$ cat config.mk
export PLATFORM = sky130hd
export DESIGN_NAME = two_wire_led_driver_writer
export DESIGN_NICKNAME = d
export VERILOG_FILES = /design/src/twled_pkg.sv /design/src/twled_front.sv /design/src/twled_back.sv /design/src/two_wire_led_driver_writer.sv
export SDC_FILE = /design/constraint.sdc
export NUM_CORES = 1
export LEC_CHECK = 0
export BUFFER_PORTS_ARGS = -buffer_cell sky130_fd_sc_hd__buf_2
export CAP_MARGIN = 15
export CORE_UTILIZATION = 55
export CTS_BUF_LIST = sky130_fd_sc_hd__clkbuf_4 sky130_fd_sc_hd__clkbuf_8 sky130_fd_sc_hd__clkbuf_16
export DETAILED_ROUTE_END_ITERATION = 6
export GPL_ROUTABILITY_DRIVEN = 1
export PLACE_DENSITY = 0.76
export SLEW_MARGIN = 20
export SYNTH_ARGS = -nofsm -noshare
export SYNTH_HDL_FRONTEND = slang
export SYNTH_HIERARCHICAL = 1
export SYNTH_SLANG_ARGS = --single-unit
$ cat constraint.sdc
create_clock -name i_clk -period 4 [get_ports i_clk]
set_input_delay 0.6 -clock i_clk [delete_from_list [all_inputs] [get_ports i_clk]]
set_output_delay 0.6 -clock i_clk [all_outputs]
set_load 0.01 [all_outputs]
$ cat src/twled_pkg.sv
// Shared types and command constants for the two-wire LED driver writer.
package twled_pkg;

    // Input operation codes
    localparam logic [1:0] OP_TICK  = 2'd0;
    localparam logic [1:0] OP_LOAD  = 2'd1;
    localparam logic [1:0] OP_START = 2'd2;

    // Configuration register indexes
    localparam logic [1:0] REG_BRIGHTNESS = 2'd0;
    localparam logic [1:0] REG_BRIGHT_EN  = 2'd1;
    localparam logic [1:0] REG_HALF_BIT   = 2'd2;

    // Driver command bytes
    localparam logic [7:0] CMD_DATA_WRITE = 8'h40;
    localparam logic [7:0] CMD_ADDRESS    = 8'hC0;
    localparam logic [7:0] CMD_DISPLAY    = 8'h80;

    localparam logic [3:0]  BRIGHTNESS_RST = 4'd8;
    localparam logic [15:0] HALF_BIT_RST   = 16'd100;

    typedef enum logic [1:0] {
        CMD_TICK,
        CMD_LOAD,
        CMD_START,
        CMD_NOP
    } t_cmd_kind;

    // Classified item handed from the front to the sequencer
    typedef struct packed {
        t_cmd_kind   kind;
        logic [2:0]  digit_index;
        logic [7:0]  segment_byte;
        logic [2:0]  update_length;
        logic [1:0]  start_position;
    } t_cmd_item;

endpackage

$ cat src/twled_front.sv
// Front end: decodes input items and holds them in a two-entry queue.
module twled_front
    import twled_pkg::*;
#(
    parameter int DIGIT_COUNT = 6
) (
    input  logic        i_clk,
    input  logic        i_rst_n,
    input  logic        i_valid,
    output logic        o_ready,
    input  logic [1:0]  i_operation,
    input  logic [2:0]  i_digit_index,
    input  logic [7:0]  i_segment_byte,
    input  logic [2:0]  i_update_length,
    input  logic [1:0]  i_start_position,
    output logic        o_q_valid,
    output t_cmd_item   o_q_item,
    input  logic        i_q_pop
);

    localparam logic [2:0] MAX_DIGITS = 3'(DIGIT_COUNT);

    t_cmd_item  in_item;
    t_cmd_item  r_slot [2];
    logic       r_wr_ptr;
    logic       r_rd_ptr;
    logic [1:0] r_count;
    logic       push;
    logic       pop;

    always_comb begin
        in_item.digit_index    = i_digit_index;
        in_item.segment_byte   = i_segment_byte;
        in_item.start_position = i_start_position;
        in_item.update_length  = (i_update_length > MAX_DIGITS) ? MAX_DIGITS : i_update_length;
        unique case (i_operation)
            OP_TICK:  in_item.kind = CMD_TICK;
            OP_LOAD:  in_item.kind = (i_digit_index < MAX_DIGITS) ? CMD_LOAD : CMD_NOP;
            OP_START: in_item.kind = CMD_START;
            default:  in_item.kind = CMD_NOP;
        endcase
    end

    assign o_ready   = (r_count != 2'd2);
    assign push      = i_valid && o_ready;
    assign o_q_valid = (r_count != 2'd0);
    assign pop       = i_q_pop && o_q_valid;
    assign o_q_item  = r_slot[r_rd_ptr];

    always_ff @(posedge i_clk) begin
        if (!i_rst_n) begin
            r_wr_ptr <= 1'b0;
            r_rd_ptr <= 1'b0;
            r_count  <= 2'd0;
        end else begin
            if (push) begin
                r_wr_ptr <= ~r_wr_ptr;
            end
            if (pop) begin
                r_rd_ptr <= ~r_rd_ptr;
            end
            r_count <= r_count + {1'b0, push} - {1'b0, pop};
        end
    end

    always_ff @(posedge i_clk) begin
        if (push) begin
            r_slot[r_wr_ptr] <= in_item;
        end
    end

`ifndef SYNTHESIS
    // Pointers differ exactly when the queue holds one item
    a_ptr_count: assert property (@(posedge i_clk) disable iff (!i_rst_n)
        (r_count == 2'd1) == (r_wr_ptr != r_rd_ptr))
        else $error("queue pointers disagree with count");
`endif

endmodule

$ cat src/twled_back.sv
// Back end: digit store, registers and the pin sequencer with its result register.
module twled_back
    import twled_pkg::*;
#(
    parameter int DIGIT_COUNT = 6
) (
    input  logic        i_clk,
    input  logic        i_rst_n,
    input  logic        i_cfg_we,
    input  logic [1:0]  i_cfg_addr,
    input  logic [15:0] i_cfg_data,
    input  logic        i_q_valid,
    input  t_cmd_item   i_q_item,
    output logic        o_q_pop,
    output logic        o_valid,
    input  logic        i_ready,
    output logic        o_clock_pin,
    output logic        o_data_pin,
    output logic        o_busy
);

    localparam int IDX_W = (DIGIT_COUNT > 1) ? $clog2(DIGIT_COUNT) : 1;

    typedef enum logic [3:0] {
        PH_IDLE,
        PH_START,
        PH_BIT_LOW,
        PH_BIT_DATA,
        PH_BIT_HIGH,
        PH_ACK_LOW,
        PH_ACK_HIGH,
        PH_STOP_LOW,
        PH_STOP_DLOW,
        PH_STOP_HIGH,
        PH_STOP_DHIGH
    } t_phase;

    logic [7:0]  r_store [DIGIT_COUNT];
    logic [3:0]  r_brightness;
    logic        r_bright_en;
    logic [15:0] r_half_bit;

    t_phase      r_phase,    n_phase;
    logic [15:0] r_tick,     n_tick;
    logic [1:0]  r_halves,   n_halves;
    logic [3:0]  r_bit_cnt,  n_bit_cnt;
    logic [2:0]  r_byte_cnt, n_byte_cnt;
    logic [7:0]  r_shift,    n_shift;
    logic [1:0]  r_frame,    n_frame;
    logic [2:0]  r_len,      n_len;
    logic [1:0]  r_pos,      n_pos;
    logic        r_clk_lvl,  n_clk_lvl;
    logic        r_dat_lvl,  n_dat_lvl;
    logic        r_valid;
    logic        r_clock_pin;
    logic        r_data_pin;
    logic        r_busy;

    logic        pop;
    logic        busy;
    logic        do_load;
    logic [15:0] half_len;
    logic [15:0] tick_dec;
    logic [3:0]  bit_inc;

    assign busy     = (r_phase != PH_IDLE);
    assign pop      = i_q_valid && (!r_valid || i_ready);
    assign o_q_pop  = pop;
    assign do_load  = pop && (i_q_item.kind == CMD_LOAD) && !busy;
    assign half_len = (r_half_bit == 16'd0) ? 16'd1 : r_half_bit;
    assign tick_dec = r_tick - {15'd0, (r_tick != 16'd0)};
    assign bit_inc  = r_bit_cnt + 4'd1;

    always_comb begin
        n_phase    = r_phase;
        n_tick     = r_tick;
        n_halves   = r_halves;
        n_bit_cnt  = r_bit_cnt;
        n_byte_cnt = r_byte_cnt;
        n_shift    = r_shift;
        n_frame    = r_frame;
        n_len      = r_len;
        n_pos      = r_pos;
        n_clk_lvl  = r_clk_lvl;
        n_dat_lvl  = r_dat_lvl;

        if (pop && (i_q_item.kind == CMD_START) && !busy) begin
            n_len      = i_q_item.update_length;
            n_pos      = i_q_item.start_position;
            n_frame    = 2'd0;
            n_shift    = CMD_DATA_WRITE;
            n_bit_cnt  = 4'd0;
            n_byte_cnt = 3'd0;
            n_dat_lvl  = 1'b0;
            n_phase    = PH_START;
            n_tick     = half_len;
            n_halves   = 2'd2;
        end else if (pop && (i_q_item.kind == CMD_TICK) && busy) begin
            if (tick_dec != 16'd0) begin
                n_tick = tick_dec;
            end else if (r_halves > 2'd1) begin
                n_halves = r_halves - 2'd1;
                n_tick   = half_len;
            end else begin
                // wait over: take the next pin step and start its wait
                n_tick = half_len;
                unique case (r_phase)
                    PH_START: begin
                        n_bit_cnt = 4'd0;
                        n_clk_lvl = 1'b0;
                        n_phase   = PH_BIT_LOW;
                        n_halves  = 2'd1;
                    end
                    PH_BIT_LOW: begin
                        n_dat_lvl = r_shift[0];
                        n_phase   = PH_BIT_DATA;
                        n_halves  = 2'd1;
                    end
                    PH_BIT_DATA: begin
                        n_clk_lvl = 1'b1;
                        n_phase   = PH_BIT_HIGH;
                        n_halves  = 2'd2;
                    end
                    PH_BIT_HIGH: begin
                        n_shift   = {1'b0, r_shift[7:1]};
                        n_bit_cnt = bit_inc;
                        n_clk_lvl = 1'b0;
                        if (bit_inc < 4'd8) begin
                            n_phase  = PH_BIT_LOW;
                            n_halves = 2'd1;
                        end else begin
                            n_dat_lvl = 1'b1;
                            n_phase   = PH_ACK_LOW;
                            n_halves  = 2'd2;
                        end
                    end
                    PH_ACK_LOW: begin
                        n_clk_lvl = 1'b1;
                        n_phase   = PH_ACK_HIGH;
                        n_halves  = 2'd2;
                    end
                    PH_ACK_HIGH: begin
                        n_clk_lvl = 1'b0;
                        if ((r_frame == 2'd1) && (r_byte_cnt < r_len)) begin
                            n_shift    = r_store[r_byte_cnt[IDX_W-1:0]];
                            n_byte_cnt = r_byte_cnt + 3'd1;
                            n_bit_cnt  = 4'd0;
                            n_phase    = PH_BIT_LOW;
                            n_halves   = 2'd1;
                        end else begin
                            n_phase  = PH_STOP_LOW;
                            n_halves = 2'd1;
                        end
                    end
                    PH_STOP_LOW: begin
                        n_dat_lvl = 1'b0;
                        n_phase   = PH_STOP_DLOW;
                        n_halves  = 2'd1;
                    end
                    PH_STOP_DLOW: begin
                        n_clk_lvl = 1'b1;
                        n_phase   = PH_STOP_HIGH;
                        n_halves  = 2'd2;
                    end
                    PH_STOP_HIGH: begin
                        n_dat_lvl = 1'b1;
                        n_phase   = PH_STOP_DHIGH;
                        n_halves  = 2'd2;
                    end
                    PH_STOP_DHIGH: begin
                        if (r_frame == 2'd0 || (r_frame == 2'd1 && r_bright_en)) begin
                            n_frame    = r_frame + 2'd1;
                            n_shift    = (r_frame == 2'd0) ? (CMD_ADDRESS | {6'd0, r_pos})
                                                           : (CMD_DISPLAY | {4'd0, r_brightness});
                            n_bit_cnt  = 4'd0;
                            n_byte_cnt = 3'd0;
                            n_dat_lvl  = 1'b0;
                            n_phase    = PH_START;
                            n_halves   = 2'd2;
                        end else begin
                            n_phase  = PH_IDLE;
                            n_tick   = 16'd0;
                            n_halves = 2'd0;
                        end
                    end
                    default: begin
                        n_phase = PH_IDLE;
                    end
                endcase
            end
        end
    end

    always_ff @(posedge i_clk) begin
        if (!i_rst_n) begin
            r_brightness <= BRIGHTNESS_RST;
            r_bright_en  <= 1'b1;
            r_half_bit   <= HALF_BIT_RST;
            for (int i = 0; i < DIGIT_COUNT; i++) begin
                r_store[i] <= 8'd0;
            end
            r_phase      <= PH_IDLE;
            r_tick       <= 16'd0;
            r_halves     <= 2'd0;
            r_bit_cnt    <= 4'd0;
            r_byte_cnt   <= 3'd0;
            r_shift      <= 8'd0;
            r_frame      <= 2'd0;
            r_len        <= 3'd0;
            r_pos        <= 2'd0;
            r_clk_lvl    <= 1'b1;
            r_dat_lvl    <= 1'b1;
            r_valid      <= 1'b0;
            r_clock_pin  <= 1'b1;
            r_data_pin   <= 1'b1;
            r_busy       <= 1'b0;
        end else begin
            if (i_cfg_we) begin
                unique case (i_cfg_addr)
                    REG_BRIGHTNESS: r_brightness <= i_cfg_data[3:0];
                    REG_BRIGHT_EN:  r_bright_en  <= i_cfg_data[0];
                    REG_HALF_BIT:   r_half_bit   <= i_cfg_data;
                    default: ;
                endcase
            end
            if (do_load) begin
                r_store[i_q_item.digit_index[IDX_W-1:0]] <= i_q_item.segment_byte;
            end
            r_phase    <= n_phase;
            r_tick     <= n_tick;
            r_halves   <= n_halves;
            r_bit_cnt  <= n_bit_cnt;
            r_byte_cnt <= n_byte_cnt;
            r_shift    <= n_shift;
            r_frame    <= n_frame;
            r_len      <= n_len;
            r_pos      <= n_pos;
            r_clk_lvl  <= n_clk_lvl;
            r_dat_lvl  <= n_dat_lvl;
            // result register: one result per popped item
            if (pop) begin
                r_valid     <= 1'b1;
                r_clock_pin <= n_clk_lvl;
                r_data_pin  <= n_dat_lvl;
                r_busy      <= (n_phase != PH_IDLE);
            end else if (i_ready) begin
                r_valid <= 1'b0;
            end
        end
    end

    assign o_valid     = r_valid;
    assign o_clock_pin = r_clock_pin;
    assign o_data_pin  = r_data_pin;
    assign o_busy      = r_busy;

`ifndef SYNTHESIS
    a_wait_loaded: assert property (@(posedge i_clk) disable iff (!i_rst_n)
        busy |-> (r_tick != 16'd0) && (r_halves != 2'd0) && (r_halves <= 2'd2))
        else $error("running sequence without a pending wait");
    a_bit_range: assert property (@(posedge i_clk) disable iff (!i_rst_n)
        r_bit_cnt <= 4'd8)
        else $error("bit counter past one byte");
    a_byte_range: assert property (@(posedge i_clk) disable iff (!i_rst_n)
        (r_byte_cnt <= r_len) && (r_len <= 3'(DIGIT_COUNT)))
        else $error("byte counter beyond latched length");
    a_no_pop_stalled: assert property (@(posedge i_clk) disable iff (!i_rst_n)
        (r_valid && !i_ready) |-> !o_q_pop)
        else $error("item taken while result is stalled");
    a_idle_pins: assert property (@(posedge i_clk) disable iff (!i_rst_n)
        !busy |-> r_clk_lvl && r_dat_lvl)
        else $error("pins not released while idle");
`endif

endmodule

$ cat src/two_wire_led_driver_writer.sv
// Top level of the two-wire seven-segment LED driver writer.
//
// Input channel (s_axis): one item per handshake; tuser carries the operation
// (tick, load digit, start update), tdata carries the operands.
// Output channel (m_axis): exactly one result per input item, in order, with
// the clock pin, data pin and busy level as they stand after that item.
// Configuration: write i_cfg_data to register i_cfg_addr while i_cfg_we is
// high (0 brightness, 1 brightness enable, 2 half-bit length in ticks).
// Path: an accepted item waits in the front queue, and its result is then held in
// the sequencer's result register.
// Throughput: one item per cycle while m_axis_tready stays high; the
// sequencer handles every item kind without stalling.
// Pin timing counts tick items only, so the frame length on the wire is set
// by half_bit_ticks and by how often the source sends ticks.
// Reset (synchronous, active low) clears the digit store, loads the register
// defaults, idles the sequencer with both pins high and empties the queue.
// When the receiver stalls the result register holds, the two-entry queue
// fills and s_axis_tready drops until results drain.
module two_wire_led_driver_writer
    import twled_pkg::*;
#(
    parameter int DIGIT_COUNT = 6
) (
    input  logic        i_clk,
    input  logic        i_rst_n,
    input  logic        i_cfg_we,
    input  logic [1:0]  i_cfg_addr,
    input  logic [15:0] i_cfg_data,
    input  logic        s_axis_tvalid,
    output logic        s_axis_tready,
    // [2:0] digit_index, [10:3] segment_byte, [13:11] update_length,
    // [15:14] start_position
    input  logic [15:0] s_axis_tdata,
    // [1:0] operation
    input  logic [1:0]  s_axis_tuser,
    output logic        m_axis_tvalid,
    input  logic        m_axis_tready,
    // [0] clock_pin, [1] data_pin, [2] busy_res, [7:3] zero
    output logic [7:0]  m_axis_tdata
);

    logic      q_valid;
    t_cmd_item q_item;
    logic      q_pop;
    logic      clock_pin;
    logic      data_pin;
    logic      busy;

    twled_front #(
        .DIGIT_COUNT (DIGIT_COUNT)
    ) u_front (
        .i_clk            (i_clk),
        .i_rst_n          (i_rst_n),
        .i_valid          (s_axis_tvalid),
        .o_ready          (s_axis_tready),
        .i_operation      (s_axis_tuser),
        .i_digit_index    (s_axis_tdata[2:0]),
        .i_segment_byte   (s_axis_tdata[10:3]),
        .i_update_length  (s_axis_tdata[13:11]),
        .i_start_position (s_axis_tdata[15:14]),
        .o_q_valid        (q_valid),
        .o_q_item         (q_item),
        .i_q_pop          (q_pop)
    );

    twled_back #(
        .DIGIT_COUNT (DIGIT_COUNT)
    ) u_back (
        .i_clk       (i_clk),
        .i_rst_n     (i_rst_n),
        .i_cfg_we    (i_cfg_we),
        .i_cfg_addr  (i_cfg_addr),
        .i_cfg_data  (i_cfg_data),
        .i_q_valid   (q_valid),
        .i_q_item    (q_item),
        .o_q_pop     (q_pop),
        .o_valid     (m_axis_tvalid),
        .i_ready     (m_axis_tready),
        .o_clock_pin (clock_pin),
        .o_data_pin  (data_pin),
        .o_busy      (busy)
    );

    assign m_axis_tdata = {5'd0, busy, data_pin, clock_pin};

endmodule

==> flow_summary_export.csv <==
group,metric,value,unit
status,outcome,"completed",
floorplan,core,15260,um^2
clocking,h-tree-depth,4,
sta,timing.setup.tns,0,ps
clocking,cts_buffers,17,
floorplan,die_w,127.4,um
power,p_per_area,681.0,nW/um^2
sta,finalHoldViolCount,0,
drt,vias,6681,
sta,finalMaxSlewViolations,0,
critical_path,cp-start-kind,"flop",
critical_path,r2r_cells,13,
sta,fmax,0.2533,GHz
drt,drcViolationCount,0,
run,drv_cap,0,
layout,nFillCells,1167,
grt,grt-ovfl-total,0,
sta,post-route-worst-setup-slack,51.89,ps
sta,tightest_slew,867.4,ps
synthesis,yosys_warnings,6,
floorplan,dieHeight,127.4,um
synthesis,synth_edf_count,100,
grt,grt_pass1_vias,6247,
power,peakVddDrop,0.0006297,V
power,power,6.790,mW
drt,dr.first_iter.drc_count,656,
placed_design,io_buffers,45,
floorplan,io_pins,51,
drt,routed_wl,20660,um
critical_path,end_kind,"flop",
critical_path,arrival,4260,ps
clocking,clkSlewWorstSetupHoldPaths,70,ps
grt,grt_start_max_net_pins,38,
layout,fin_nets,919,
clocking,clkSinkCount,179,
critical_path,r2r_start,"u_back/r_tick[2]",
drt,wl_per_cell,18.92,um
drt,via_per_inst,6.118,
worst_hold_path,min_to,"u_front/r_slot[1][8]",
synthesis,synthAdderAreaFrac,1.447,%
clocking,cts_root_buf,"clkbuf_16",
critical_path,cp.required,4310,ps
synthesis,synth_ff_type,"edfxtp_1",
floorplan,start_util,56.65,%
critical_path,crit_fanout,8,
clocking,cts_tree,"done",
floorplan,row_count,45,
layout,antenna_cells,0,
synthesis,synth_top_family_by_area,"simple AND/OR/NAND/NOR gates",
layout,layout.cells.most_common,"edfxtp_1",
clocking,clk_path_buf_depth,2,
floorplan,die_area,16220,um^2
critical_path,reg2reg_setup_slack,50,ps
sta,setup_viol,0,
synthesis,synth_seq_cells,179,
worst_hold_path,hp-start,"s_axis_tdata[6]",
synthesis,synth.area.mux_share,9.813,%
synthesis,synth-simple-area-share,18.79,%
sta,finalCriticalPeriod,3948,ps
sta,relSlewSlack,42.10,%
synthesis,syn_inst,808,
drt,drtPass1Iterations,5,
synthesis,synth_xor_area_share,1.216,%
grt,grtUsageTotal,26.34,%
synthesis,syn_area_per_cell,10.70,um^2
power,p_leak,3.627,nW
layout,syn2layout_area_growth,15.34,%
sta,finalClockSkew,11.00,ps
synthesis,yosysSeqAreaShare,53.03,%
drt,drt.antenna.violating_nets,0,
layout,drive_above_1_share,22.59,%
placed_design,dp_slack,70.01,ps
grt,antenna_found_initial,0,
synthesis,ys_types,84,
placed_design,gp_congestion,0.9290,
critical_path,critPathKind,"reg -> reg",
synthesis,synth_async_sr_flop_share,0,%
placed_design,dp_hpwl,14140,um
worst_hold_path,min-delay-path-class,"in -> reg",
sta,rsz0062_at_grt,"true",
sta,fin_crit_sh,98.70,%
worst_hold_path,hold-path-cell-count,1,
critical_path,reg2reg_to,"u_back/r_bit_cnt[2]",
clocking,clk_latency,430,ps
synthesis,synth_compound_area_share,11.74,%
synthesis,syn_area,8645,um^2
layout,layout_common_cells,"edfxtp_1, nand2_1, dfxtp_1",
grt,grt_pass1_wl,32460,um
[report_power, final]
part,internal [mW],switching [mW]
Sequential,2.12,0.113
Combinational,1.28,1.59
Clock,0.949,0.738
Total,4.35,2.44
[layer usage]
layer  vias to the layer above  share of wire, %  track usage, %
li1                       3091                 -               -
met1                      3196                43           34.60
met2                       345                48           43.33
met3                        49               7.3           5.863
met4                         0               2.1           8.824
met5                         -                 0               0
[metrics by stage]
step                hold WS, ps  cells  area [um^2]  utilization, %
detailed placement        453.5   1055         9239           60.55
global route              331.1   1092         9971           65.35
floorplan                 436.0    812         8701               -
finish                    359.0   1092         9971           65.35
global placement          450.8   1055         9239           60.55
CTS                       339.0   1087         9841           64.49
[area by class of cell]
type | instances | area, um^2 | share of cell area (%)
sequential | 179 | 4592 | 46.05
multi-input combinational | 556 | 3847 | 38.59
timing repair buffer | 92 | 583.1 | 5.848
clock buffer | 18 | 432.9 | 4.342
tap | 211 | 264.0 | 2.648
clock inverter | 14 | 168.9 | 1.694
inverter | 22 | 82.58 | 0.8282
[worst max-delay path by stage]
| stage | cells after the start | from | to | slack [ps] |
|---|---|---|---|---|
| 6_report | 13 | u_back/r_tick[2] | u_back/r_bit_cnt[2] | 50 |
| 3_5_place_dp | 14 | u_back/r_tick[5] | u_back/r_shift[5] | 70 |
| 3_3_place_gp | 13 | u_back/r_tick[5] | u_back/r_frame[1] | 150 |
| 2_1_floorplan | 15 | u_back/r_tick[5] | u_back/r_frame[1] | -3 |
| 4_1_cts | 14 | u_back/r_tick[5] | u_back/r_shift[5] | 30 |
| 5_1_grt | 13 | u_back/r_tick[3] | u_back/r_bit_cnt[0] | -50 |
[critical path: stages, from the launching register on]
cell       delay [ps]
dfxtp_2           340
nor4_4            290
and2_4            190
nand3_2            60
or4_4             440
ha_4              210
ha_4              200
nor2_4            100
o2111ai_2         150
or4b_4            540
a2111o_1          520
nor4_4            450
a21oi_1           120
a31o_1            220
[sequential cells by signal, summed over array words and instances, names as in the netlist, 2 cells and up, named ones only]
signal / flops
u_back/r_half_bit: 16
u_back/r_brightness: 4
u_back/r_len: 3
u_back/r_shift: 8
u_back/r_byte_cnt: 3
u_front/r_count: 2
u_back/r_frame: 2
u_back/r_bit_cnt: 4
u_back/r_store: 64
u_back/r_phase: 4
u_back/r_tick: 16
u_back/r_halves: 2
u_front/r_slot: 36
u_back/r_pos: 2
[Yosys cell counts, drive strengths merged (14+ instances only)]
library cell  instances  share of area, %
buf                  20               1.4
mux2i                24               2.8
nand3                23               1.3
edfxtp              100                35
inv                  22              0.96
mux2                 22               2.9
and2                 15               1.1
clkbuf               35               1.5
mux4                 16               4.2
nor2                 69               3.0
o21ai                40               2.3
dfxtp                79                18
nor2b                14               1.0
nand2                94               4.1
a21oi                54               3.2
[what timing repair did]
| action | CTS | global route |
|---|---|---|
| hold endpoints to repair | 0 | 0 |
| hold buffers | 0 | 0 |
| setup endpoints to repair | 0 | 38 |
| setup buffers | 0 | 4 |
| gates resized for setup | 0 | 21 |
[logic make-up after synthesis]
family | count (synthesis)
simple gates | 310
flops | 179
compound gates | 157
buf+inv | 77
mux | 62
xor+xnor | 12
fa+ha+maj | 10
other cells | 1
No activity file was read; power rests on OpenSTA's default activity.
